**src/hdl/ibsc_pkg.sv**
```systemverilog
// Shared types and constants for the IMU bias and scale compensation block.
// Used by the controller, the datapath and the top level; no dependencies.
package ibsc_pkg;

    localparam int SAMPLE_BITS    = 16;
    localparam int COEF_BITS      = 16;
    localparam int COEF_FRAC_BITS = 14;
    localparam int VEC_BITS       = SAMPLE_BITS + 1;
    localparam int PROD_BITS      = COEF_BITS + VEC_BITS;
    localparam int MAC_BITS       = PROD_BITS + 2;
    localparam int REG_BITS       = 48;
    localparam int IDX_BITS       = 3;
    localparam int DIV_STEPS      = VEC_BITS;
    localparam int IN_DATA_BITS   = 6 * SAMPLE_BITS;
    localparam int OUT_DATA_BITS  = 9 * SAMPLE_BITS;
    localparam int IN_USER_BITS   = 3;

    // Register indexes
    localparam logic [IDX_BITS-1:0] REG_ACC_ROW0   = 3'd0;
    localparam logic [IDX_BITS-1:0] REG_ACC_ROW1   = 3'd1;
    localparam logic [IDX_BITS-1:0] REG_ACC_ROW2   = 3'd2;
    localparam logic [IDX_BITS-1:0] REG_GYRO_ROW0  = 3'd3;
    localparam logic [IDX_BITS-1:0] REG_GYRO_ROW1  = 3'd4;
    localparam logic [IDX_BITS-1:0] REG_GYRO_ROW2  = 3'd5;
    localparam logic [IDX_BITS-1:0] REG_ACC_OFFSET = 3'd6;
    localparam logic [IDX_BITS-1:0] REG_GYRO_PRESET = 3'd7;

    // Item op codes
    localparam logic [1:0] OP_SAMPLE = 2'd0;
    localparam logic [1:0] OP_START  = 2'd1;
    localparam logic [1:0] OP_LOAD   = 2'd2;

    // Reset values of the matrix rows (identity in Q2.14)
    localparam logic [REG_BITS-1:0] ROW0_RESET = 48'h0000_0000_4000;
    localparam logic [REG_BITS-1:0] ROW1_RESET = 48'h0000_4000_0000;
    localparam logic [REG_BITS-1:0] ROW2_RESET = 48'h4000_0000_0000;

    typedef struct packed {
        logic       load;
        logic       div_start;
        logic       div_step;
        logic       div_write;
        logic [1:0] axis;
        logic       mac_mul;
        logic       mac_acc;
        logic [2:0] out_idx;
        logic [1:0] col;
        logic       out_load;
    } ibsc_cmd_t;

    typedef struct packed {
        logic need_div;
    } ibsc_status_t;

endpackage

```
**src/hdl/imu_bias_scale_compensation.sv**
```systemverilog
// Top level of the IMU bias and scale compensation block.
// Instantiates ibsc_ctrl and ibsc_datapath; uses ibsc_pkg.
//
// One item is taken at a time. An item runs through load, decide, the
// matrix products and the output hand-off; an item with estimation on that
// is neither a start nor a load first runs the three gyro bias divisions,
// each one quotient bit a cycle in a restoring divider. The eighteen matrix
// products share one multiplier with a multiply and an accumulate step each.
// The input opens again in the same cycle as the result is posted. A new
// item is taken once the previous result sits in the output register, even
// while that result is still waiting.
module imu_bias_scale_compensation #(
    parameter int COUNT_BITS = 16
) (
    input  logic                                aclk,
    input  logic                                aresetn,
    input  logic                                s_tvalid,
    output logic                                s_tready,
    // acc_x, acc_y, acc_z, rate_x, rate_y, rate_z (16 bits each)
    input  logic [ibsc_pkg::IN_DATA_BITS-1:0]   s_tdata,
    // op [1:0], estimate [2]
    input  logic [ibsc_pkg::IN_USER_BITS-1:0]   s_tuser,
    output logic                                m_tvalid,
    input  logic                                m_tready,
    // acc_out_x/y/z, rate_out_x/y/z, bias_out_x/y/z (16 bits each)
    output logic [ibsc_pkg::OUT_DATA_BITS-1:0]  m_tdata,
    input  logic                                cfg_we,
    input  logic [ibsc_pkg::IDX_BITS-1:0]       cfg_index,
    input  logic [ibsc_pkg::REG_BITS-1:0]       cfg_wdata
);
    ibsc_pkg::ibsc_cmd_t    cmd;
    ibsc_pkg::ibsc_status_t status;

    ibsc_ctrl u_ctrl (
        .aclk     (aclk),
        .aresetn  (aresetn),
        .s_tvalid (s_tvalid),
        .s_tready (s_tready),
        .m_tvalid (m_tvalid),
        .m_tready (m_tready),
        .status   (status),
        .cmd      (cmd)
    );

    ibsc_datapath #(.COUNT_BITS(COUNT_BITS)) u_datapath (
        .aclk      (aclk),
        .aresetn   (aresetn),
        .cmd       (cmd),
        .status    (status),
        .s_tdata   (s_tdata),
        .s_tuser   (s_tuser),
        .cfg_we    (cfg_we),
        .cfg_index (cfg_index),
        .cfg_wdata (cfg_wdata),
        .m_tdata   (m_tdata)
    );

    // A result never appears the cycle after an item is taken
    assert property (@(posedge aclk) disable iff (!aresetn)
        (s_tvalid && s_tready) |=> !$rose(m_tvalid))
        else $error("result raised right after item accept");

    // A new result is only posted while no item is being taken
    assert property (@(posedge aclk) disable iff (!aresetn)
        $rose(m_tvalid) |-> !$past(s_tready))
        else $error("result posted while input was open");

endmodule

```
**src/hdl/ibsc_datapath.sv**
```systemverilog
// Datapath: configuration registers, bias and count state, serial divider,
// shared multiply-accumulate unit and output register. Uses ibsc_pkg.
module ibsc_datapath #(
    parameter int COUNT_BITS = 16
) (
    input  logic                                 aclk,
    input  logic                                 aresetn,
    input  ibsc_pkg::ibsc_cmd_t                  cmd,
    output ibsc_pkg::ibsc_status_t               status,
    input  logic [ibsc_pkg::IN_DATA_BITS-1:0]    s_tdata,
    input  logic [ibsc_pkg::IN_USER_BITS-1:0]    s_tuser,
    input  logic                                 cfg_we,
    input  logic [ibsc_pkg::IDX_BITS-1:0]        cfg_index,
    input  logic [ibsc_pkg::REG_BITS-1:0]        cfg_wdata,
    output logic [ibsc_pkg::OUT_DATA_BITS-1:0]   m_tdata
);
    localparam int SB = ibsc_pkg::SAMPLE_BITS;
    localparam int VB = ibsc_pkg::VEC_BITS;
    localparam int PB = ibsc_pkg::PROD_BITS;
    localparam int MB = ibsc_pkg::MAC_BITS;

    logic [ibsc_pkg::REG_BITS-1:0] row_reg [6];
    logic [ibsc_pkg::REG_BITS-1:0] acc_off_reg;
    logic [ibsc_pkg::REG_BITS-1:0] preset_reg;

    logic signed [SB-1:0] bias_reg [3];
    logic [COUNT_BITS-1:0] count_reg;
    logic [1:0]           op_reg;
    logic                 est_reg;
    logic signed [SB-1:0] acc_in_reg [3];
    logic signed [SB-1:0] rate_in_reg [3];

    logic [COUNT_BITS-1:0] rem_reg;
    logic [VB-1:0]         quo_reg;
    logic                  neg_reg;

    logic signed [PB-1:0] prod_reg;
    logic signed [MB-1:0] mac_reg;
    logic signed [SB-1:0] res_reg [6];

    function automatic logic signed [SB-1:0] sat_mac(input logic signed [MB-1:0] v);
        logic signed [MB-1:0] s;
        s = v >>> ibsc_pkg::COEF_FRAC_BITS;
        if (s > $signed({{(MB-SB+1){1'b0}}, {(SB-1){1'b1}}}))
            return {1'b0, {(SB-1){1'b1}}};
        else if (s < $signed({{(MB-SB+1){1'b1}}, {(SB-1){1'b0}}}))
            return {1'b1, {(SB-1){1'b0}}};
        else
            return s[SB-1:0];
    endfunction

    // Select operands for the current axis and matrix element
    logic signed [SB-1:0] bias_sel, rate_sel;
    logic signed [VB-1:0] vec_sel, div_sum;
    logic signed [ibsc_pkg::COEF_BITS-1:0] coef_sel;
    logic [1:0] vcol;

    always_comb begin
        case (cmd.axis)
            2'd0:    begin bias_sel = bias_reg[0]; rate_sel = rate_in_reg[0]; end
            2'd1:    begin bias_sel = bias_reg[1]; rate_sel = rate_in_reg[1]; end
            default: begin bias_sel = bias_reg[2]; rate_sel = rate_in_reg[2]; end
        endcase
        div_sum = VB'(bias_sel) + VB'(rate_sel);
        vcol = cmd.col;
        case (vcol)
            2'd0: vec_sel = (cmd.out_idx < 3'd3)
                ? VB'(acc_in_reg[0]) + VB'($signed(acc_off_reg[15:0]))
                : VB'(rate_in_reg[0]) + VB'(bias_reg[0]);
            2'd1: vec_sel = (cmd.out_idx < 3'd3)
                ? VB'(acc_in_reg[1]) + VB'($signed(acc_off_reg[31:16]))
                : VB'(rate_in_reg[1]) + VB'(bias_reg[1]);
            default: vec_sel = (cmd.out_idx < 3'd3)
                ? VB'(acc_in_reg[2]) + VB'($signed(acc_off_reg[47:32]))
                : VB'(rate_in_reg[2]) + VB'(bias_reg[2]);
        endcase
        coef_sel = $signed(row_reg[(cmd.out_idx < 3'd6) ? cmd.out_idx : 3'd5]
                           [16 * cmd.col +: 16]);
    end

    // Divider step, bias write-back and accumulate values
    logic [COUNT_BITS:0]    rem_sh;
    logic signed [VB:0]     quo_s;
    logic signed [VB+1:0]   new_bias;
    logic signed [SB-1:0]   new_bias_sat;
    logic signed [MB-1:0]   mac_next;

    always_comb begin
        rem_sh = {rem_reg, quo_reg[VB-1]};
        quo_s  = neg_reg ? -$signed({1'b0, quo_reg}) : $signed({1'b0, quo_reg});
        new_bias = (VB+2)'(bias_sel) - (VB+2)'(quo_s);
        if (new_bias > $signed((VB+2)'(2**(SB-1) - 1)))
            new_bias_sat = {1'b0, {(SB-1){1'b1}}};
        else if (new_bias < $signed(-(VB+2)'(2**(SB-1))))
            new_bias_sat = {1'b1, {(SB-1){1'b0}}};
        else
            new_bias_sat = new_bias[SB-1:0];
        mac_next = ((cmd.col == 2'd0) ? '0 : mac_reg) + MB'(prod_reg);
    end

    assign status.need_div = (op_reg != ibsc_pkg::OP_START) &&
                             (op_reg != ibsc_pkg::OP_LOAD) && est_reg;

    // Configuration registers
    always_ff @(posedge aclk) begin
        if (!aresetn) begin
            row_reg[0]  <= ibsc_pkg::ROW0_RESET;
            row_reg[1]  <= ibsc_pkg::ROW1_RESET;
            row_reg[2]  <= ibsc_pkg::ROW2_RESET;
            row_reg[3]  <= ibsc_pkg::ROW0_RESET;
            row_reg[4]  <= ibsc_pkg::ROW1_RESET;
            row_reg[5]  <= ibsc_pkg::ROW2_RESET;
            acc_off_reg <= '0;
            preset_reg  <= '0;
        end else if (cfg_we) begin
            case (cfg_index)
                ibsc_pkg::REG_ACC_ROW0:    row_reg[0]  <= cfg_wdata;
                ibsc_pkg::REG_ACC_ROW1:    row_reg[1]  <= cfg_wdata;
                ibsc_pkg::REG_ACC_ROW2:    row_reg[2]  <= cfg_wdata;
                ibsc_pkg::REG_GYRO_ROW0:   row_reg[3]  <= cfg_wdata;
                ibsc_pkg::REG_GYRO_ROW1:   row_reg[4]  <= cfg_wdata;
                ibsc_pkg::REG_GYRO_ROW2:   row_reg[5]  <= cfg_wdata;
                ibsc_pkg::REG_ACC_OFFSET:  acc_off_reg <= cfg_wdata;
                ibsc_pkg::REG_GYRO_PRESET: preset_reg  <= cfg_wdata;
                default: ;
            endcase
        end
    end

    // Bias and count state
    always_ff @(posedge aclk) begin
        if (!aresetn) begin
            bias_reg[0] <= '0;
            bias_reg[1] <= '0;
            bias_reg[2] <= '0;
            count_reg   <= '0;
        end else if (cmd.load) begin
            if (s_tuser[1:0] == ibsc_pkg::OP_START) begin
                for (int i = 0; i < 3; i++) begin
                    if (s_tdata[48+16*i +: 16] == 16'h8000)
                        bias_reg[i] <= {1'b0, {(SB-1){1'b1}}};
                    else
                        bias_reg[i] <= -$signed(s_tdata[48+16*i +: 16]);
                end
                count_reg <= '0;
            end else if (s_tuser[1:0] == ibsc_pkg::OP_LOAD) begin
                for (int i = 0; i < 3; i++)
                    bias_reg[i] <= $signed(preset_reg[16*i +: 16]);
            end else if (s_tuser[2] && (count_reg != '1)) begin
                count_reg <= count_reg + 1'b1;
            end
        end else if (cmd.div_write) begin
            case (cmd.axis)
                2'd0:    bias_reg[0] <= new_bias_sat;
                2'd1:    bias_reg[1] <= new_bias_sat;
                default: bias_reg[2] <= new_bias_sat;
            endcase
        end
    end

    // Item latch, divider, multiply-accumulate and output register
    always_ff @(posedge aclk) begin
        if (!aresetn) begin
            op_reg  <= ibsc_pkg::OP_SAMPLE;
            est_reg <= 1'b0;
        end else if (cmd.load) begin
            op_reg  <= s_tuser[1:0];
            est_reg <= s_tuser[2];
        end
    end

    always_ff @(posedge aclk) begin
        if (cmd.load) begin
            for (int i = 0; i < 3; i++) begin
                acc_in_reg[i]  <= $signed(s_tdata[16*i +: 16]);
                rate_in_reg[i] <= $signed(s_tdata[48+16*i +: 16]);
            end
        end
        if (cmd.div_start) begin
            neg_reg <= div_sum[VB-1];
            quo_reg <= div_sum[VB-1] ? VB'(-div_sum) : VB'(div_sum);
            rem_reg <= '0;
        end else if (cmd.div_step) begin
            if (rem_sh >= {1'b0, count_reg}) begin
                rem_reg <= COUNT_BITS'(rem_sh - {1'b0, count_reg});
                quo_reg <= {quo_reg[VB-2:0], 1'b1};
            end else begin
                rem_reg <= rem_sh[COUNT_BITS-1:0];
                quo_reg <= {quo_reg[VB-2:0], 1'b0};
            end
        end
        if (cmd.mac_mul)
            prod_reg <= coef_sel * vec_sel;
        if (cmd.mac_acc) begin
            mac_reg <= mac_next;
            if (cmd.col == 2'd2) begin
                case (cmd.out_idx)
                    3'd0:    res_reg[0] <= sat_mac(mac_next);
                    3'd1:    res_reg[1] <= sat_mac(mac_next);
                    3'd2:    res_reg[2] <= sat_mac(mac_next);
                    3'd3:    res_reg[3] <= sat_mac(mac_next);
                    3'd4:    res_reg[4] <= sat_mac(mac_next);
                    default: res_reg[5] <= sat_mac(mac_next);
                endcase
            end
        end
        if (cmd.out_load)
            m_tdata <= {bias_reg[2], bias_reg[1], bias_reg[0], res_reg[5], res_reg[4],
                        res_reg[3], res_reg[2], res_reg[1], res_reg[0]};
    end

endmodule

```
**src/hdl/ibsc_ctrl.sv**
```systemverilog
// Controller: sequences item load, three serial divisions when estimation runs,
// eighteen multiply-accumulate steps and the output hand-off. Uses ibsc_pkg.
module ibsc_ctrl (
    input  logic                   aclk,
    input  logic                   aresetn,
    input  logic                   s_tvalid,
    output logic                   s_tready,
    output logic                   m_tvalid,
    input  logic                   m_tready,
    input  ibsc_pkg::ibsc_status_t status,
    output ibsc_pkg::ibsc_cmd_t    cmd
);
    typedef enum logic [2:0] {
        ST_IDLE, ST_DECIDE, ST_DIV_START, ST_DIV_STEP, ST_DIV_WRITE,
        ST_MUL, ST_ACC, ST_WAIT_OUT
    } state_t;

    state_t     state_reg;
    logic [1:0] axis_reg;
    logic [4:0] step_reg;
    logic [2:0] out_reg;
    logic [1:0] col_reg;
    logic       m_tvalid_reg;
    logic       out_free;

    assign s_tready = (state_reg == ST_IDLE);
    assign m_tvalid = m_tvalid_reg;
    assign out_free = !m_tvalid_reg || m_tready;

    // Decode commands from the current state
    always_comb begin
        cmd           = '0;
        cmd.axis      = axis_reg;
        cmd.out_idx   = out_reg;
        cmd.col       = col_reg;
        cmd.load      = (state_reg == ST_IDLE) && s_tvalid;
        cmd.div_start = (state_reg == ST_DIV_START);
        cmd.div_step  = (state_reg == ST_DIV_STEP);
        cmd.div_write = (state_reg == ST_DIV_WRITE);
        cmd.mac_mul   = (state_reg == ST_MUL);
        cmd.mac_acc   = (state_reg == ST_ACC);
        cmd.out_load  = (state_reg == ST_WAIT_OUT) && out_free;
    end

    // Advance the sequence
    always_ff @(posedge aclk) begin
        if (!aresetn) begin
            state_reg    <= ST_IDLE;
            axis_reg     <= '0;
            step_reg     <= '0;
            out_reg      <= '0;
            col_reg      <= '0;
            m_tvalid_reg <= 1'b0;
        end else begin
            // Post a result once the output register is free, drop it once taken
            if ((state_reg == ST_WAIT_OUT) && out_free)
                m_tvalid_reg <= 1'b1;
            else if (m_tvalid_reg && m_tready)
                m_tvalid_reg <= 1'b0;
            case (state_reg)
                ST_IDLE: begin
                    if (s_tvalid)
                        state_reg <= ST_DECIDE;
                end
                ST_DECIDE: begin
                    axis_reg <= '0;
                    out_reg  <= '0;
                    col_reg  <= '0;
                    state_reg <= status.need_div ? ST_DIV_START : ST_MUL;
                end
                ST_DIV_START: begin
                    step_reg  <= '0;
                    state_reg <= ST_DIV_STEP;
                end
                ST_DIV_STEP: begin
                    step_reg <= step_reg + 1'b1;
                    if (step_reg == 5'(ibsc_pkg::DIV_STEPS - 1))
                        state_reg <= ST_DIV_WRITE;
                end
                ST_DIV_WRITE: begin
                    if (axis_reg == 2'd2) begin
                        state_reg <= ST_MUL;
                    end else begin
                        axis_reg  <= axis_reg + 1'b1;
                        state_reg <= ST_DIV_START;
                    end
                end
                ST_MUL: state_reg <= ST_ACC;
                ST_ACC: begin
                    if (col_reg != 2'd2) begin
                        col_reg   <= col_reg + 1'b1;
                        state_reg <= ST_MUL;
                    end else if (out_reg != 3'd5) begin
                        col_reg   <= '0;
                        out_reg   <= out_reg + 1'b1;
                        state_reg <= ST_MUL;
                    end else begin
                        state_reg <= ST_WAIT_OUT;
                    end
                end
                ST_WAIT_OUT: begin
                    if (out_free)
                        state_reg <= ST_IDLE;
                end
                default: state_reg <= ST_IDLE;
            endcase
        end
    end

endmodule

```
**config.mk**
```make
export PLATFORM = sky130hd
export DESIGN_NAME = imu_bias_scale_compensation
export DESIGN_NICKNAME = d
export VERILOG_FILES = /design/src/hdl/ibsc_pkg.sv /design/src/hdl/imu_bias_scale_compensation.sv /design/src/hdl/ibsc_datapath.sv /design/src/hdl/ibsc_ctrl.sv
export SDC_FILE = /design/constraint.sdc
export NUM_CORES = 2
export LEC_CHECK = 0
export ABC_AREA = 1
export BUFFER_PORTS_ARGS = -buffer_cell sky130_fd_sc_hd__buf_2
export CORE_ASPECT_RATIO = 0.9
export CORE_MARGIN = 2
export CORE_UTILIZATION = 50
export CTS_BUF_LIST = sky130_fd_sc_hd__clkbuf_4 sky130_fd_sc_hd__clkbuf_8
export DETAILED_ROUTE_END_ITERATION = 6
export GPL_TIMING_DRIVEN = 0
export HOLD_SLACK_MARGIN = 0.08
export PLACE_DENSITY = 0.7
export SLEW_MARGIN = 20
export SYNTH_ARGS = -nofsm -noshare
export SYNTH_HDL_FRONTEND = slang
export SYNTH_SLANG_ARGS = --single-unit
```
**constraint.sdc**
```tcl
create_clock -name aclk -period 22.9 [get_ports aclk]
set_clock_uncertainty 0.15 [all_clocks]
set_input_delay 1.145 -clock aclk [delete_from_list [all_inputs] [get_ports aclk]]
set_output_delay 1.145 -clock aclk [all_outputs]
set_load 0.1 [all_outputs]
```
# Yosys cells after proc, flatten, opt, wreduce, memory -nomap -nowiden
# Memory sizes are Yosys's and may differ from the RTL's. A register that Yosys moved wholly into a read port is not among the register bits.
# Cells that the tools add are included.
# W data, S select, Z words.
[classes]
multipliers = 1
n_reduce_logical = 32
bitwise_logic = 18
shifts = 1
mux = 192
n_addsub = 20
n_lt_le_gt_ge = 7
eq_ne = 41
[ops]
columns = ["op", "n"]
rows = [
  ["$mux W16", 43],
  ["$mux W48", 6],
  ["$add A16 B16 Y17", 7],
  ["$mux W1", 109],
  ["$mux W17", 6],
  ["$reduce_or A16 Y1", 5],
  ["$pmux W16 S2", 2],
  ["$eq A16 B16 Y1 const B", 3],
  ["$neg A16 Y16", 3],
  ["$shiftx A48 B7 Y16", 1],
  ["$mux W3", 14],
  ["$add A35 B35 Y35", 1],
  ["$mux W35", 1],
  ["$pmux W17 S2", 1],
  ["$mul A16 B17 Y33", 1],
  ["$eq A3 B3 Y1 const B", 9],
  ["$pmux W3 S8", 1],
  ["$gt A21 B16 Y1 const B", 1],
  ["$lt A21 B16 Y1 const B", 1],
  ["$gt A19 B16 Y1 const B", 1],
  ["$lt A19 B16 Y1 const B", 1],
  ["$sub A16 B18 Y19", 1],
  ["$eq A3 B2 Y1 const B", 6],
  ["$mux W18", 1],
  ["34 further kinds", 87],
]
[word_totals]
in_bits = 155
ram_bits = 528
ff_bits = 377
memories = 5
[mem_list]
columns = ["memory", "depth", "word_bits", "read_ports", "rd_clocked_by_memory_dff", "wr", "line", "text"]
rows = [
  ["u_datapath.row_reg", 6, 48, 1, 0, 6, "ibsc_datapath.sv:22", "logic [ibsc_pkg::REG_BITS-1:0] row_reg [6];"],
  ["u_datapath.res_reg", 6, 16, 6, 6, 1, "ibsc_datapath.sv:39", "logic signed [SB-1:0] res_reg [6];"],
  ["u_datapath.acc_in_reg", 3, 16, 3, 0, 3, "ibsc_datapath.sv:30", "logic signed [SB-1:0] acc_in_reg [3];"],
  ["u_datapath.bias_reg", 3, 16, 3, 0, 3, "ibsc_datapath.sv:26", "logic signed [SB-1:0] bias_reg [3];"],
  ["u_datapath.rate_in_reg", 3, 16, 3, 0, 3, "ibsc_datapath.sv:31", "logic signed [SB-1:0] rate_in_reg [3];"],
]

# Logic depth before layout (Yosys ltp)
[depth]
word_depth = 14
depth_mapped = 40

# Modules after synthesis
# From an unflattened synthesis, not the netlist that was laid out.
[hier_totals]
cells_unflattened = 6484
area_unflattened_um2 = 57797.9
[by_module_without_submodules]
columns = ["module", "area_per_inst_um2", "cells_each", "instances"]
rows = [
  ["ibsc_datapath", 56843.3, 6333, 1],
  ["ibsc_ctrl", 954.7, 151, 1],
]

# Worst setup path after synthesis
# OpenSTA, ideal clock, no wires.
[synth_path]
path_kind = "input to register"
startpoint = "input m_tready"
endpoint = "register u_datapath.m_tdata, in the netlist m_tdata[0], read port of u_datapath.res_reg, enable pin"
t_required_ps = 22101
path_buffers = 0
arrival_ps = 7162
path_slack_ps = 14940
setup_time_ps = 649
path_stages = 2
path_cell_list = "nor2_1 -> nor2_1"
[synth_rtl]
columns = ["item", "line", "text"]
rows = [
  ["start: declaration", "imu_bias_scale_compensation.sv:24", "input logic m_tready,"],
  ["end: declaration", "ibsc_datapath.sv:15", "output logic [ibsc_pkg::OUT_DATA_BITS-1:0] m_tdata"],
]

# Final worst setup path
[layout_path]
startpoint = "register u_ctrl.out_reg[2]"
endpoint = "register u_datapath.prod_reg[32] (data pin)"
[layout_between]
elab_chain_cells = 5
elab_cells_between_ends = 10
cone_classes = "1 x mul; 2 x order compare; 1 x shift; 5 x mux; 1 x memory"
[layout_rtl]
columns = ["item", "line", "text"]
rows = [
  ["start: declaration", "ibsc_ctrl.sv:21", "logic [2:0] out_reg;"],
  ["start signal: assignment", "ibsc_ctrl.sv:95", "out_reg <= out_reg + 1'b1;"],
  ["$lt A3 B3 Y1", "ibsc_datapath.sv:77", "coef_sel = $signed(row_reg[(cmd.out_idx < 3'd6) ? cmd.out_idx : 3'd5]"],
  ["$mux W3", "ibsc_datapath.sv:77", ""],
  ["$mem_v2 Z6 W48", "--", ""],
  ["$shiftx A48 B7 Y16", "ibsc_datapath.sv:77", ""],
  ["$mul A16 B17 Y33 (*)", "ibsc_datapath.sv:193", "prod_reg <= coef_sel * vec_sel;"],
  ["end signal: assignment", "ibsc_datapath.sv:193", ""],
  ["end: declaration", "ibsc_datapath.sv:37", "logic signed [PB-1:0] prod_reg;"],
]
# Every way passes the cells marked *; elsewhere a longest branch is shown, timed or not.
# A chain may end at the register's enable or synchronous reset.

==> impl_metrics.yaml <==
outcome:
  status: "completed"
hold_path:
  worstHoldPathType: "reg -> reg"
clocking:
  clockBufferDepth: 3
  clk_latency_ns: 0.91
  ctsHoldBuffers: 0
  clkTransAtPathRegs_ns: 0.06
  cts_tree: "yes"
  post_cts_buffers: 0
  cts_max_level: 4
  cts.repair.resized: 0
  cts_buffers: 150
  clockRootBuffer: "clkbuf_8"
  clock-sinks: 905
synthesis:
  yosysTopAreaCell: "edfxtp_1"
  synth_area_leaders: "edfxtp_1 (39%), fa_1 (9.9%), nand2_1 (9.3%), ha_1 (6.0%), inv_1 (5.7%)"
  syn_nets: 7291
  avgSynthCellArea_um2: 8.83
  synthFlopType: "edfxtp_1"
  synth_area_mm2: 0.0580
  synth-edff-count: 758
  synthArstFlopShare: 0
  ys_warn_count: 0
  synth.distinct_cells: 64
  netlist_instances: 6570
  ys_seq_area_frac: 0.443
  synth-seq-cells: 905
  synth_top_area_share: 0.392
final_layout:
  finalNetCount: 7772
  register_area_mm2: 0.0257
  largest_reg_flops: 288
  area_growth_syn_to_layout_pct: 12.3
  final_common_cell: "nand2_1"
  layout-drive-gt1-share: 0.106
  multi_input_area_mm2: 0.0280
  fin_cells: 8668
  utilization: 0.566
  final_cell_mix: "nand2_1 (1427), inv_1 (875), nor2_1 (786), edfxtp_1 (758), a21oi_1 (449)"
  n_fill_cell: 10500
detailed_routing:
  wl_um: 205000
  drt_iter0_markers: 6624
  route.detailed.drc: 0
  final_antenna_net_count: 0
  first_pass_iters: 6
  vias_per_cell: 5.79
  route.vias.total: 50200
  wl_per_cell_um: 23.7
die:
  die_h_um: 327
  start_util: 0.504
  core_area_mm2: 0.115
  die-area_mm2: 0.119
  dieWidth_um: 363
  pin_count: 301
  row_count: 118
global_routing:
  grt_pass1_wl_um: 300000
  grt_max_degree: 40
  grt_util_all_layers: 0.343
  grt_pass1_vias: 47700
  met3_usage: 0.0792
  antenna_found_initial: 6
  grt.busiest_layer: "met2"
  gr-total-overflow: 0
  use_met1: 0.458
  gr-usage-met2: 0.519
critical_path:
  worstPathArrival_ns: 10.11
  critical_path_class: "reg -> reg"
  crit_fanout: 10
  endpoint_kind: "flip-flop"
  critical_path.startpoint_type: "flip-flop"
  required_ns: 23.37
timing:
  timing.hold.ws_ns: 0.241
  finalCritPeriodShare: 0.421
  worstMarginPinSlew_ns: 1.25
  fin_crit_ns: 9.64
  slew_viol_final: 0
  setup_tns_ns: 0
  slew-limit-headroom: 0.165
  hold_violations: 0
  clock.fmax_mhz: 104
  rsz0062_at_grt: "false"
  final-setup-viol-count: 0
placed_design:
  port_buffers: 299
  hpwlAfterDp_um: 159000
  gp_congestion: 1.07
  place_inst: 8399
job:
  cap_violations: 0
-- kinds of logic (layout without fill, tap and decap cells) --
logic type      count (synthesis)  after routing  synth area share
buf+inv                      1110           1707            0.0757
simple gates                 2858           2858             0.205
fa+ha+maj                     566            566             0.159
xor+xnor                      166            166            0.0251
other cells                     0              1                 0
compound gates                965            965            0.0925
flops                         905            905             0.443
-- critical path, stage by stage, from the launching register on --
cell and delay (ns):
dfxtp_1 0.52, buf_2 0.37, buf_1 0.70, a21oi_1 0.16, o31ai_2 0.57, nand3_1 0.61, buf_2 0.40, nor2_1 0.34
fa_1 0.30, inv_1 0.08, fa_1 0.69, inv_1 0.27, fa_1 0.70, inv_1 0.10, fa_1 0.55, inv_1 0.06
fa_1 0.53, inv_1 0.05, fa_1 0.52, inv_1 0.04, ha_1 0.37, inv_1 0.10, o21bai_1 0.07, a21oi_1 0.13
o21ai_0 0.14, a221oi_1 0.69, xor2_1 0.13
-- synthesized netlist by cell type (11+ instances only) --
master / count
a21o_1: 25
buf_1: 11
o22ai_1: 18
or2_2: 21
a32oi_1: 18
clkbuf_1: 111
inv_1: 875
edfxtp_1: 758
inv_2: 19
fa_1: 286
a32o_1: 26
nand4_1: 93
ha_1: 280
a31oi_1: 14
nor3_1: 71
o21ai_0: 329
a21oi_1: 449
o21ai_1: 15
nor2_1: 792
xor2_1: 105
nand3_1: 382
nor2_2: 11
xnor2_1: 61
buf_4: 27
dfxtp_1: 147
nand3b_1: 14
nand2_1: 1431
buf_2: 50
o21bai_1: 19
nor4_1: 12
-- worst paths after layout --
kind                                                from                      end  slack (ns)  depth (start not counted)
worst max-delay path                   u_ctrl.out_reg[2]  u_datapath.prod_reg[32]       13.26                         26
worst min-delay path            u_datapath.res_reg[1][0]              m_tdata[16]        0.24                          0
worst max register to register         u_ctrl.out_reg[2]  u_datapath.prod_reg[32]       13.26                         26
worst min register to register  u_datapath.res_reg[1][0]              m_tdata[16]        0.24                          0
-- per-stage QoR --
| step | setup WS, ns | instance area (um^2) |
|---|---|---|
| final | 13.26 | 65100 |
| after global routing | 12.93 | 65100 |
| after CTS | 13.41 | 65100 |
| after detailed placement | 13.44 | 62100 |
| after global placement | 11.45 | 61400 |
| after floorplan | 14.94 | 58000 |
-- final cells by class --
type                       instances  share of cell area
multi-input combinational       4555               0.430
sequential                       905               0.395
inverter                         902              0.0520
clock buffer                     195              0.0375
timing repair buffer             329              0.0317
tap                             1500              0.0288
buffer                           208              0.0154
clock inverter                    73             0.00987
antenna                            1           0.0000384
-- routing by layer --
layer,share of wire,up-vias
met3,0.12,547
met4,0.060,4
li1,-,22700
met1,0.39,23900
met2,0.43,2975
met5,0.00014,-
Power is left out: the tool's default activity adds up to more than one toggle a clock period on the data nets, which glitch-free logic cannot reach.
